`config.mk`:
```
export PLATFORM = sky130hd
export DESIGN_NAME = rrk_div_pipe
export DESIGN_NICKNAME = d
export VERILOG_FILES = /design/src/hw/rtl/rrk_div_pipe.sv
export SDC_FILE = /design/constraint.sdc
export NUM_CORES = 2
export LEC_CHECK = 0
export BUFFER_PORTS_ARGS = -buffer_cell sky130_fd_sc_hd__buf_4
export CORE_ASPECT_RATIO = 1.4
export CORE_MARGIN = 5
export CORE_UTILIZATION = 25
export DETAILED_ROUTE_END_ITERATION = 10
export HOLD_SLACK_MARGIN = 0.15
export PLACE_DENSITY_LB_ADDON = 0.12
export SETUP_SLACK_MARGIN = 0.4
export SYNTH_ARGS = -nofsm -noshare
export SYNTH_HDL_FRONTEND = slang
export SYNTH_SLANG_ARGS = --single-unit
```
`constraint.sdc`:
```
create_clock -name i_clk -period 4.7 [get_ports i_clk]
set_clock_uncertainty 0.05 [all_clocks]
set_input_delay 0.47 -clock i_clk [delete_from_list [all_inputs] [get_ports i_clk]]
set_output_delay 0.47 -clock i_clk [all_outputs]
set_load 0.005 [all_outputs]
```
`src/hw/rtl/rrk_div_pipe.sv`:
```
// Pipelined restoring divider, one quotient bit per stage.
// The divisor and a side word ride along. No package dependency.
module rrk_div_pipe #(
    parameter int NUM_W  = 62,
    parameter int QUO_W  = 18,
    parameter int SIDE_W = 1
) (
    input  logic              i_clk,
    input  logic              i_rst_n,
    input  logic              i_en,
    input  logic              i_valid,
    input  logic [NUM_W-1:0]  i_num,
    input  logic [NUM_W-1:0]  i_den,
    input  logic [SIDE_W-1:0] i_side,
    output logic              o_valid,
    output logic [QUO_W-1:0]  o_quo,
    output logic [NUM_W-1:0]  o_den,
    output logic [SIDE_W-1:0] o_side
);
    logic              r_v    [QUO_W];
    logic [NUM_W-1:0]  r_p    [QUO_W];
    logic [NUM_W-1:0]  r_d    [QUO_W];
    logic [QUO_W-1:0]  r_q    [QUO_W];
    logic [SIDE_W-1:0] r_side [QUO_W];

    for (genvar k = 0; k < QUO_W; k++) begin : g_stage
        logic              p_v;
        logic [NUM_W-1:0]  p_p, p_d, n_p;
        logic [QUO_W-1:0]  p_q, n_q;
        logic [SIDE_W-1:0] p_side;

        if (k == 0) begin : g_first
            assign p_v    = i_valid;
            assign p_p    = i_num;
            assign p_d    = i_den;
            assign p_q    = '0;
            assign p_side = i_side;
        end else begin : g_next
            assign p_v    = r_v[k-1];
            assign p_p    = r_p[k-1];
            assign p_d    = r_d[k-1];
            assign p_q    = r_q[k-1];
            assign p_side = r_side[k-1];
        end

        // remainder stays below the divisor, so the shift never overflows
        always_comb begin
            if (p_p >= p_d) begin
                n_p = (p_p - p_d) << 1;
                n_q = {p_q[QUO_W-2:0], 1'b1};
            end else begin
                n_p = p_p << 1;
                n_q = {p_q[QUO_W-2:0], 1'b0};
            end
        end

        always_ff @(posedge i_clk) begin
            if (!i_rst_n) begin
                r_v[k] <= 1'b0;
            end else if (i_en) begin
                r_v[k] <= p_v;
            end
        end

        always_ff @(posedge i_clk) begin
            if (i_en) begin
                r_p[k]    <= n_p;
                r_d[k]    <= p_d;
                r_q[k]    <= n_q;
                r_side[k] <= p_side;
            end
        end
    end

    assign o_valid = r_v[QUO_W-1];
    assign o_quo   = r_q[QUO_W-1];
    assign o_den   = r_d[QUO_W-1];
    assign o_side  = r_side[QUO_W-1];

endmodule

```
# Yosys cells after proc, flatten, opt, wreduce, memory -nomap -nowiden
# Memory sizes are Yosys's and may differ from the RTL's.
# Index checks and enable logic that the tools add are counted.
[totals] out_inout_bits=82 memories=5 ramBits=2592 ff_bits=0
[classes] n_mux=59 addsub=18 bitwise_logic=18 magnitude_cmp=18
[memory_table] name="r_d" words=18 word_bits=62 rd=18 rd_clocked_by_memory_dff=0 wr=18 line="22" source="logic [NUM_W-1:0] r_d [QUO_W];"
[memory_table] name="r_p" words=18 word_bits=62 rd=17 rd_clocked_by_memory_dff=0 wr=18 line="21" source="logic [NUM_W-1:0] r_p [QUO_W];"
[memory_table] name="r_q" words=18 word_bits=18 rd=18 rd_clocked_by_memory_dff=0 wr=18 line="23" source="logic [QUO_W-1:0] r_q [QUO_W];"
[memory_table] name="r_side" words=18 word_bits=1 rd=18 rd_clocked_by_memory_dff=0 wr=18 line="24" source="logic [SIDE_W-1:0] r_side [QUO_W];"
[memory_table] name="r_v" words=18 word_bits=1 rd=18 rd_clocked_by_memory_dff=0 wr=18 line="20" source="logic r_v [QUO_W];"
[op_table] op="$ge A62 B62 Y1" count=18
[op_table] op="$mux W62" count=18
[op_table] op="$sub A61 B61 Y61" count=18
[op_table] op="$mux W1" count=41
[op_table] op="$or A1 B1 Y1" count=18

# Longest topological paths before layout
[depth] ltp_word=4 depth_mapped=18 depth_no_buf=16

# Worst setup path after synthesis
# No wires, ideal clock.
[synth_timing] path_kind="input to register" startpoint="input i_num[0]" endpoint="memory r_p[0][53], data pin" required_time_ns=4.390 path_buffers=1 path_slack_ns=0.680 t_arrival_ns=3.711 setup_time_ns=0.260 path_stages=17 path_cell_list="inv_1 ha_1 inv_1 fa_1 a21o_1 a311o_1 a21oi_1 a21oi_1 a21oi_1 and3b_1 o211ai_1 nand2_1 a21oi_1 o21ai_1 a21oi_2 buf_2 mux2_2"
[synth_rtl] item="start: declaration" line="12" source="input logic [NUM_W-1:0] i_num,"
[synth_rtl] item="end: declaration" line="21"

==> parameters.txt <==
Parameter                              Value

Setup path
  Most common cell on crit path    sky130_fd_sc_hd__buf_6
  Startpoint types    flop
  Kind of critical path    reg -> reg
  Worst stage delay on the critical path    0.43 ns
  CP max-delay cell    sky130_fd_sc_hd__edfxtp_1
  Endpoint type of the worst setup path    flop
  Arrival time at the worst endpoint    5.02 ns
  Launch point of the worst reg-to-reg path    r_d[10][1]
  Worst setup path startpoint    r_d[10][1]
  CP Max Fanout    5
  WP data required    5.32 ns
  Cells along the critical path    fa_2, nor2b_2, o31a_1, o31ai_2, buf_4, a21oi_2, buf_6, o2111ai_2, buf_6, a41o_1, a31oi_2, a21o_1, a41oi_2, o41ai_4, buf_6, clkbuf_16, mux2_2

Timing
  Worst hold margin    0.214 ns
  Setup TNS Final    0 ns
  Count of final setup violators    0
  Worst relative slew slack    25.0%
  Final critical-path required period    4.39 ns
  Total count of hold-check failures in the final report    0
  Number of max-slew violations in the final report    0
  Highest Clock Rate    0.228 GHz
  Share of the clock period used by the worst path after layout    93.4%
  Setup repair after global routing missed its margin    yes
  Slew at the pin with the worst max-slew slack    1.11 ns

Detailed routing
  Post-detailed-routing wire length    482 mm
  Drt initial violations    4466
  Count of unresolved DRC violations after routing    0
  Antenna violation net count after detailed routing    0
  Number of detailed-routing iterations run before antenna repair    6
  Average detailed-routed wire length per instance    20.1 um
  Routed via count divided by cell count    4.58
  Number of vias after detailed routing    110000

Cells and area
  Area growth syn-to-layout    24.9%
  Commonest cells after routing, fill and taps aside    sky130_fd_sc_hd__edfxtp_1 (2359), sky130_fd_sc_hd__inv_1 (1396), sky130_fd_sc_hd__buf_4 (1391), sky130_fd_sc_hd__nand2_1 (1369), sky130_fd_sc_hd__a21oi_1 (1303)
  Most common library cell in the layout ignoring fill and taps    sky130_fd_sc_hd__edfxtp_1
  Fraction of layout instances using a drive strength above 1    16.8%
  Number of nets in the final layout    17300
  Filler cell count    60400

Power
  PD cells    673 mW/mm^2
  Maximum vdd drop    283 uV
  Reported leakage power    75.5 nW

Global routing
  Vias in the first global route    116000
  Antenna violations before repair    10
  Maximum number of pins on one net before global-route repair    110
  Total congestion overflow    0
  Global-route wire length before repair    692 mm
  Global routing usage summed across all routing layers    14.9%

Placement
  Quantity of I/O buffers inserted on ports    210
  Placed wire-length estimate after detailed placement    372 mm
  Global placement routability congestion    0.891

Synth
  Count of distinct cell types in the synthesized netlist    101
  Syn avg cell area    10.1 um^2
  Number of flops mapped to enable cells by yosys    2359
  Synthesized flop and latch total    2360
  Commonest register cell after synthesis    sky130_fd_sc_hd__edfxtp_1
  Total number of yosys warnings    0
  Proportion of synthesized chip area in sequential cells    48.6%
  Post-synthesis instance area    0.146 mm^2
  Synthesized instance count    14500
  Net count of the mapped netlist    15800
  Asr flop ratio synth    0%

Die
  Y dimension of the die    914 um
  Top-Level Pins    211
  Die outline area    0.599 mm^2
  Overall die width    656 um
  Number of standard-cell rows in the floorplan    332
  Starting Density    25.0%
  Core area    0.583 mm^2

Worst hold path
  Origin of the worst min-delay path    i_den[0]
  HP Class    in -> reg

CTS
  CTS tree    built
  Number of sinks driven by the clock tree    2360
  Clock edge transition at the registers on the reported setup and hold paths    0.06 ns
  Clk Tree Root Cell    sky130_fd_sc_hd__clkbuf_16
  Clk buf depth    4
  Max H-tree Level    5
  Number of buffers created by CTS    293
  Clock latency at the later pin of the worst-skew pair    0.96 ns

Run
  Count of max-cap constraint violations    0

Run status
  Run status    finished, final reports clean
## layout make-up
class,instances,area [um^2],share of cell area [%]
Clock buffer,370,7790,4.27
Timing Repair Buffer,1809,16500,9.08
Clock inverter,159,1570,0.859
Antenna cell,45,113,0.0618
Multi-Input combinational cell,10200,70500,38.7
Sequential cell,2360,70900,38.9
Inverter,1410,5300,2.91
Tap cell,7682,9610,5.27
## final timing paths
path            endpoint  slack, ns  cells after the start
max          r_p[11][61]       0.31                     17
min            r_p[0][2]       0.21                      5
max reg2reg  r_p[11][61]       0.31                     17
min reg2reg    r_q[7][2]       0.35                      0
## report_power, final
| group | internal, mW | leakage (nW) | switching, mW |
|---|---|---|---|
| logic | 28.7 | 47.7 | 37.5 |
| clock network | 13.2 | 4.56 | 9.35 |
| registers | 30.7 | 23.2 | 3.25 |
## cells in the mapped netlist, types with 43 or more instances
| master | number | area (um^2) |
|---|---|---|
| sky130_fd_sc_hd__nor2_1 | 791 | 2970 |
| sky130_fd_sc_hd__nand3_1 | 226 | 1130 |
| sky130_fd_sc_hd__o21ai_0 | 1252 | 6270 |
| sky130_fd_sc_hd__a21o_1 | 573 | 4300 |
| sky130_fd_sc_hd__nand2_1 | 1423 | 5340 |
| sky130_fd_sc_hd__mux2_2 | 124 | 1400 |
| sky130_fd_sc_hd__buf_2 | 98 | 490 |
| sky130_fd_sc_hd__o21bai_1 | 195 | 1460 |
| sky130_fd_sc_hd__xnor2_1 | 532 | 4660 |
| sky130_fd_sc_hd__xor2_1 | 400 | 3500 |
| sky130_fd_sc_hd__nand4_1 | 291 | 1820 |
| sky130_fd_sc_hd__o211ai_1 | 45 | 338 |
| sky130_fd_sc_hd__nor3_1 | 150 | 751 |
| sky130_fd_sc_hd__nor2b_1 | 152 | 951 |
| sky130_fd_sc_hd__edfxtp_1 | 2359 | 70800 |
| sky130_fd_sc_hd__and2_1 | 64 | 400 |
| sky130_fd_sc_hd__o21a_1 | 116 | 871 |
| sky130_fd_sc_hd__a31oi_1 | 143 | 895 |
| sky130_fd_sc_hd__nand2b_1 | 152 | 951 |
| sky130_fd_sc_hd__a211oi_1 | 82 | 616 |
| sky130_fd_sc_hd__and3_1 | 119 | 744 |
| sky130_fd_sc_hd__a221oi_1 | 43 | 377 |
| sky130_fd_sc_hd__nor4_1 | 47 | 294 |
| sky130_fd_sc_hd__inv_1 | 1407 | 5280 |
| sky130_fd_sc_hd__clkbuf_1 | 455 | 1710 |
| sky130_fd_sc_hd__o31ai_1 | 89 | 668 |
| sky130_fd_sc_hd__ha_1 | 1115 | 14000 |
| sky130_fd_sc_hd__o21ai_1 | 45 | 225 |
| sky130_fd_sc_hd__a21oi_1 | 1370 | 6860 |
## critical path: cells and delay by family (launching register included)
kind | cells | cell delay (ns)
compound gates | 9 | 1.76
fa+ha+maj | 1 | 0.42
buf+inv | 5 | 0.95
flops | 1 | 0.43
mux | 1 | 0.36
simple gates | 1 | 0.14
## flip-flops by register name, indices dropped and copies added (netlist names)
name,count
r_d,1116
r_p,1037
r_q,171
r_side,18
r_v,18
## metal layers
metal	GRT usage, %	wire length, um
met3	1.54	10700
met1	13.1	152000
met2	31.1	276000
met4	9.82	42400
met5	0	0
## through the flow
stage | cells | setup slack, ns | utilization, % | power, mW | instance area, um^2
after CTS | 23800 | 0.277 | 30.4 | 119 | 177000
after floorplan | 14500 | 0.680 | - | 71.0 | 146000
final | 24000 | 0.308 | 31.3 | 123 | 182000
after global placement | 23000 | -0.618 | 28.2 | 94.1 | 165000
after detailed placement | 23000 | -0.628 | 28.2 | 93.8 | 165000
after global routing | 24000 | 0.183 | 31.3 | 132 | 182000
## kinds of logic after synthesis
kind of cell               share of synthesized area, %
buffers and inverters                              5.22
AOI/OAI and AO/OA                                  18.2
DFF                                                48.6
and+or+nand+nor                                    11.4
muxes                                              1.23
xor gates and xnor gates                           5.60
adders and majority gates                          9.80
## what timing repair did
item,in CTS,in global routing
resized for setup,183,703
setup endpoints to repair,878,861
buffers inserted,34,124
pin swaps,44,158
gates cloned,12,48
hold endpoints to repair,245,6
hold buffers,186,9
Power figures use the tool's default switching activity.
