--- config.mk ---
export PLATFORM = sky130hd
export DESIGN_NAME = rrk_isqrt_pipe
export DESIGN_NICKNAME = d
export VERILOG_FILES = /design/src/hw/rtl/rrk_isqrt_pipe.sv
export SDC_FILE = /design/constraint.sdc
export NUM_CORES = 2
export LEC_CHECK = 0
export ABC_AREA = 1
export BUFFER_PORTS_ARGS = -buffer_cell sky130_fd_sc_hd__buf_2
export CORE_ASPECT_RATIO = 0.7
export CORE_UTILIZATION = 65
export DETAILED_ROUTE_END_ITERATION = 10
export PLACE_DENSITY = 0.82
export SLEW_MARGIN = 25
export SYNTH_ARGS = -nofsm -noshare
export SYNTH_HDL_FRONTEND = slang
export SYNTH_SLANG_ARGS = --single-unit
--- constraint.sdc ---
create_clock -name i_clk -period 2.59 [get_ports i_clk]
set_input_delay 0.3885 -clock i_clk [delete_from_list [all_inputs] [get_ports i_clk]]
set_output_delay 0.3885 -clock i_clk [all_outputs]
set_load 0.03 [all_outputs]
--- src/hw/rtl/rrk_isqrt_pipe.sv ---
// Pipelined floor square root, one result bit per stage, several lanes in step.
// A side word rides along with the valid bit. No package dependency.
module rrk_isqrt_pipe #(
    parameter int LANES  = 1,
    parameter int ARG_W  = 56,
    parameter int SIDE_W = 1
) (
    input  logic                          i_clk,
    input  logic                          i_rst_n,
    input  logic                          i_en,
    input  logic                          i_valid,
    input  logic [LANES*ARG_W-1:0]        i_arg,
    input  logic [SIDE_W-1:0]             i_side,
    output logic                          o_valid,
    output logic [LANES*(ARG_W/2)-1:0]    o_root,
    output logic [SIDE_W-1:0]             o_side
);
    localparam int STAGES = ARG_W / 2;

    logic              r_v    [STAGES];
    logic [SIDE_W-1:0] r_side [STAGES];
    logic [ARG_W-1:0]  r_n    [STAGES][LANES];
    logic [ARG_W-1:0]  r_r    [STAGES][LANES];

    for (genvar k = 0; k < STAGES; k++) begin : g_stage
        localparam logic [ARG_W-1:0] C_BIT = ARG_W'(1) << (2 * (STAGES - 1 - k));
        logic              p_v;
        logic [SIDE_W-1:0] p_side;
        logic [ARG_W-1:0]  p_n [LANES];
        logic [ARG_W-1:0]  p_r [LANES];
        logic [ARG_W-1:0]  n_n [LANES];
        logic [ARG_W-1:0]  n_r [LANES];

        if (k == 0) begin : g_first
            assign p_v    = i_valid;
            assign p_side = i_side;
            for (genvar l = 0; l < LANES; l++) begin : g_lane
                assign p_n[l] = i_arg[l*ARG_W +: ARG_W];
                assign p_r[l] = '0;
            end
        end else begin : g_next
            assign p_v    = r_v[k-1];
            assign p_side = r_side[k-1];
            for (genvar l = 0; l < LANES; l++) begin : g_lane
                assign p_n[l] = r_n[k-1][l];
                assign p_r[l] = r_r[k-1][l];
            end
        end

        always_comb begin
            logic [ARG_W-1:0] trial;
            for (int l = 0; l < LANES; l++) begin
                trial = p_r[l] + C_BIT;
                if (p_n[l] >= trial) begin
                    n_n[l] = p_n[l] - trial;
                    n_r[l] = (p_r[l] >> 1) + C_BIT;
                end else begin
                    n_n[l] = p_n[l];
                    n_r[l] = p_r[l] >> 1;
                end
            end
        end

        always_ff @(posedge i_clk) begin
            if (!i_rst_n) begin
                r_v[k] <= 1'b0;
            end else if (i_en) begin
                r_v[k] <= p_v;
            end
        end

        always_ff @(posedge i_clk) begin
            if (i_en) begin
                r_side[k] <= p_side;
                for (int l = 0; l < LANES; l++) begin
                    r_n[k][l] <= n_n[l];
                    r_r[k][l] <= n_r[l];
                end
            end
        end
    end

    assign o_valid = r_v[STAGES-1];
    assign o_side  = r_side[STAGES-1];
    for (genvar l = 0; l < LANES; l++) begin : g_out
        assign o_root[l*STAGES +: STAGES] = r_r[STAGES-1][l][STAGES-1:0];
    end

endmodule

==> results.json, run 1 <==
{
  "status": "stopped before the end",
  "haltStage": "global routing (5_1_grt)",
  "firstError": "[ERROR GRT-0232] Routing congestion too high. Check the congestion heatmap in the GUI.",
  "rows": 127,
  "clockBufferDepth": 3,
  "track_usage_pct": 54.1,
  "htreeDepth": 4,
  "ys.flop_type": "edfxtp_1",
  "async_reset_ff_share_pct": 0,
  "die_w_um": 499,
  "syn_area_um2": 113000,
  "grt_overflow": 3,
  "synthCells": 13300,
  "yosys.cell_types.count": 57,
  "synth_top_area_cell": "edfxtp_1",
  "grt_max_degree": 81,
  "gp_congestion": 1.08,
  "antenna_found_initial": 65,
  "cts_buffers": 180,
  "synth.avg_cell_area_um2": 8.45,
  "worstEndpointGrtRepair": "r_n[0][221]$_DFFE_PP_/D",
  "synth_enable_flop_cells": 1973,
  "ys_seq_area_share_pct": 52.6,
  "start_util_pct": 65.6,
  "endpoint_type": "register data pin",
  "cts_root_buffer": "clkbuf_16",
  "dp_hpwl_um": 291000,
  "cts_sinks": 1974,
  "ios": 91,
  "synth_top_cells_by_area": "edfxtp_1, nand2_1, inv_1, nor2_1, ha_1",
  "numPortBuffers": 90,
  "synth_seq_cells": 1974,
  "dp.cells": 16300,
  "syn-num-nets": 13800,
  "die_h_um": 350,
  "synth_top_area_share_pct": 52.6,
  "yosys_warnings": 0
}
[layer usage]
| metal | GRT usage (%) | GRT overflow |
|---|---|---|
| met1 | 67.3 | 2 |
| met2 | 70.3 | 0 |
| met3 | 32.9 | 1 |
| met4 | 30.3 | 0 |
| met5 | 14.9 | 0 |
[repair_timing]
action                                  CTS
buffers inserted                         15
pin swaps                                 4
hold buffers                             59
hold endpoints to repair                 62
resized for setup                        83
endpoints found under the setup margin  305
[cell families after synthesis]
| family | share of synthesized area (%) |
|---|---|
| AOI/OAI and AO/OA | 4.79 |
| adders and majority gates | 4.80 |
| and+or+nand+nor | 27.0 |
| DFF | 52.6 |
| xor gates and xnor gates | 2.71 |
| buffers and inverters | 8.09 |
[synth_stat cells (6+ instances only)]
cell / number
clkbuf_1: 6
o21ai_1: 46
a21oi_1: 468
nand3b_1: 88
or2_2: 16
o21bai_1: 21
o21ai_0: 242
o21ai_2: 35
o211ai_1: 6
nor3b_1: 6
o21a_1: 9
a21boi_0: 10
a21o_1: 12
buf_2: 41
a21oi_2: 84
xnor2_1: 158
nor3_1: 159
edfxtp_1: 1973
and2_1: 10
nor2_1: 1455
nor4_1: 120
nand2_4: 13
xor2_1: 190
ha_1: 432
nand2_1: 4347
inv_2: 15
buf_6: 35
nor2_2: 41
buf_4: 14
nand3_1: 763
nand4_1: 259
inv_1: 2192
nand2_2: 11
nand3_2: 11
[through the flow]
stage	setup TNS [ns]	hold WS [ns]	setup slack, ns	instance area, um2
2_1_floorplan	0	0.400	0.393	113000
3_3_place_gp	-12.89	0.400	-0.342	121000
3_5_place_dp	-22.25	0.405	-0.342	121000
4_1_cts	0	0.167	0.000907	128000
==> run 2, diff against run 1 <==
--- a/config.mk
+++ b/config.mk
@@ -7,10 +7,9 @@
 export LEC_CHECK = 0
 export ABC_AREA = 1
 export BUFFER_PORTS_ARGS = -buffer_cell sky130_fd_sc_hd__buf_2
-export CORE_ASPECT_RATIO = 0.7
-export CORE_UTILIZATION = 65
+export CORE_UTILIZATION = 40
 export DETAILED_ROUTE_END_ITERATION = 10
-export PLACE_DENSITY = 0.82
+export PLACE_DENSITY_LB_ADDON = 0.15
 export SLEW_MARGIN = 25
 export SYNTH_ARGS = -nofsm -noshare
 export SYNTH_HDL_FRONTEND = slang
==> results.json, run 2 <==
{
  "status": "finished, violations left",
  "failed_checks": "design-rule violations, negative setup slack",
  "crit_type": "reg -> reg",
  "hp-class": "in -> reg",
  "htreeDepth": 4,
  "dp.cells": 17900,
  "drt_iter0_drc": 7142,
  "p_sw_mw": 36.1,
  "grt_overflow": 0,
  "fin_ws_ns": -0.0225,
  "crit_path_start": "r_r[0][604]",
  "arrival_ns": 3.24,
  "min_from": "i_arg[8]",
  "start_util_pct": 40.3,
  "wl_per_cell_um": 19.8,
  "async_reset_ff_share_pct": 0,
  "drcViolationCount": 6,
  "worstPathRequired_ns": 3.22,
  "dr.pass1.iters": 9,
  "cts_sinks": 1974,
  "die_w_um": 533,
  "synth_most_common_cell": "nand2_1",
  "yosys_warnings": 0,
  "final_common_cell": "nand2_1",
  "fmax_mhz": 383,
  "switching_share_pct": 33.9,
  "cts_tree": "built",
  "die_area_um2": 284000,
  "worstSetupEndpointType": "register",
  "top_regs": "r_n (1512), r_r (406)",
  "clockBufferDepth": 4,
  "core_um2": 280000,
  "final-setup-viol-count": 1,
  "clock_latency_ns": 0.91,
  "timing.final.crit_share_pct": 101,
  "slew-limit-headroom_pct": 55.9,
  "synthSimpleGateAreaFrac_pct": 27.0,
  "synth_compound_area_share_pct": 4.79,
  "synth.avg_cell_area_um2": 8.45,
  "yosys.cell_types.count": 57,
  "cp_common_cell": "nor2_4",
  "grt_pass1_wl_um": 539000,
  "power_frac_seq_pct": 41.2,
  "cts_root_buffer": "clkbuf_16",
  "worstRegToRegCells": 14,
  "fin_skew_ns": 0.0872,
  "cp_max_fo": 6,
  "worst_pin_slew_ns": 0.662,
  "synth_fa_ha_area_share_pct": 4.80,
  "irDropWorstVdd_uv": 638,
  "rsz0062_at_grt": "yes",
  "area_growth_pct": 20.5,
  "dp_hpwl_um": 297000,
  "synth_top_family_by_area": "simple AND/OR/NAND/NOR gates",
  "cp_cell_sequence": "inv_2, ha_4, inv_4, nor2_4, nand2_2, nor2_4, nand2_2, nor2_4, nand4_1, nand3_4, inv_8, buf_12, nand2_4, nand2_4",
  "ys.flop_type": "edfxtp_1",
  "r2r_start": "r_r[0][604]",
  "vias_per_cell": 4.93,
  "synth.area.mux_share_pct": 0,
  "track_usage_pct": 25.2,
  "ant_nets": 0,
  "drv_cap": 0,
  "largest-register": "r_n",
  "wirelength_um": 367000,
  "clkPwrFrac_pct": 30.7,
  "final_cell_mix": "nand2_1, inv_1, edfxtp_1",
  "num_vias": 91200,
  "synth_top_cells_by_area": "edfxtp_1, nand2_1, inv_1, nor2_1, ha_1",
  "layout_min_cycle_time_ns": 2.61,
  "synth_top_area_share_pct": 52.6,
  "synth_commonest_cells": "nand2_1, inv_1, edfxtp_1",
  "crit_path_top_delay_cell": "edfxtp_1",
  "drive_above_1_share_pct": 13.5,
  "gp_congestion": 0.981,
  "crit_end": "r_n[2][207]",
  "maxSlewViolCount": 0,
  "nets": 15100,
  "hold_viol": 0,
  "synthCells": 13300,
  "syn_area_um2": 113000,
  "fin_cells": 18500,
  "critPathMaxStageDelay_ns": 0.42,
  "syn-num-nets": 13800,
  "cts_buffers": 218,
  "largest_register_ffs": 1512,
  "p_leak_nw": 60.0,
  "r2r-end": "r_n[2][207]",
  "synthXorXnorAreaFrac_pct": 2.71,
  "antenna_found_initial": 7,
  "ys_seq_area_share_pct": 52.6,
  "rows": 194,
  "synth_seq_cells": 1974,
  "synth_enable_flop_cells": 1973,
  "grt_pass1_vias": 87000,
  "ios": 91,
  "internal_power_mw": 70.5,
  "numPortBuffers": 90,
  "die_h_um": 533,
  "path_clk_slew_ns": 0.06,
  "grt_max_degree": 119,
  "fin_util_pct": 48.5,
  "startpoint_type": "register",
  "r2r_slack_ns": -0.02,
  "synth_top_area_cell": "edfxtp_1",
  "pwr-share-comb_pct": 28.2,
  "pwr_density_cell_nw_per_um2": 786
}
[run 2: cell counts after synthesis]
Identical to the previous run, type by type.
[run 2: metrics by stage]
step	setup slack (ns)	hold slack (ns)	power (mW)	TNS [ns]	cell area, um2
detailed placement	-0.809	0.405	72.5	-37.82	124000
global route	-0.0622	0.112	112	-0.652	136000
CTS	-0.157	0.0649	106	-2.56	133000
global placement	-1.09	0.400	72.6	-57.58	124000
floorplan	0.393	0.400	59.7	0	113000
finish	-0.0225	0.168	107	-0.0225	136000
[run 2: layout make-up]
class | count | area, um2
Fill cell | 27300 | 144000
Sequential cell | 1974 | 59300
Multi-Input combinational cell | 9043 | 46200
Timing Repair Buffer | 1147 | 9560
Inverter | 2215 | 8350
Clock buffer | 245 | 5590
Tap cell | 3724 | 4660
Clock inverter | 161 | 1970
Timing Repair inverter | 1 | 11.3
Antenna cell | 1 | 2.50
[run 2: worst max-delay path: cells and delay by family, from the launching register on]
kind / cells / cell delay [ns]
flip-flops: 1 / 0.42
buffers and inverters: 4 / 0.35
AND/OR/NAND/NOR: 9 / 1.27
adder cells (fa/ha/maj): 1 / 0.29
[run 2: what timing repair did]
item                       4_1_cts  5_1_grt
setup buffers                   33       97
setup endpoints to repair      182      549
gates resized for setup        107      308
pin swaps                       18       53
hold endpoints to repair        70        0
gates cloned                     1        6
hold buffers                    60        0
[run 2: logic make-up (layout without fill, tap and decap cells)]
group | Yosys count | after routing
buffers and inverters | 2314 | 3769
AOI/OAI and AO/OA | 946 | 946
DFF | 1974 | 1974
and+or+nand+nor | 7317 | 7317
adders and majority gates | 432 | 432
xor gates and xnor gates | 348 | 348
other | 0 | 1
[run 2: layer usage]
metal  vias up  wire length, um  global-route usage [%]
li1      45900                -                       -
met1     42500           159000                    32.8
met2      2286           178000                    44.1
met3       456            17600                    2.69
met4         4            11200                    7.00
met5         -              264                       0
[run 2: worst min-delay path by stage]
stage	cells after the start	to
2_1_floorplan	0	r_side[0][1]
4_1_cts	2	r_n[0][8]
3_5_place_dp	0	r_side[0][7]
3_3_place_gp	0	r_side[1][2]
5_1_grt	2	r_n[0][11]
6_report	2	r_n[0][8]
[run 2: power groups by stage]
stage | Sequential (mW) | Combinational [mW] | Clock, mW
5_1_grt | 44.2 | 33.3 | 34.7
3_3_place_gp | 44.5 | 28.2 | 0
4_1_cts | 43.9 | 28.6 | 33.6
6_report | 43.9 | 30.0 | 32.7
2_1_floorplan | 42.3 | 17.4 | 0
3_5_place_dp | 44.5 | 28.1 | 0
No activity file was read; power rests on OpenSTA's default activity.
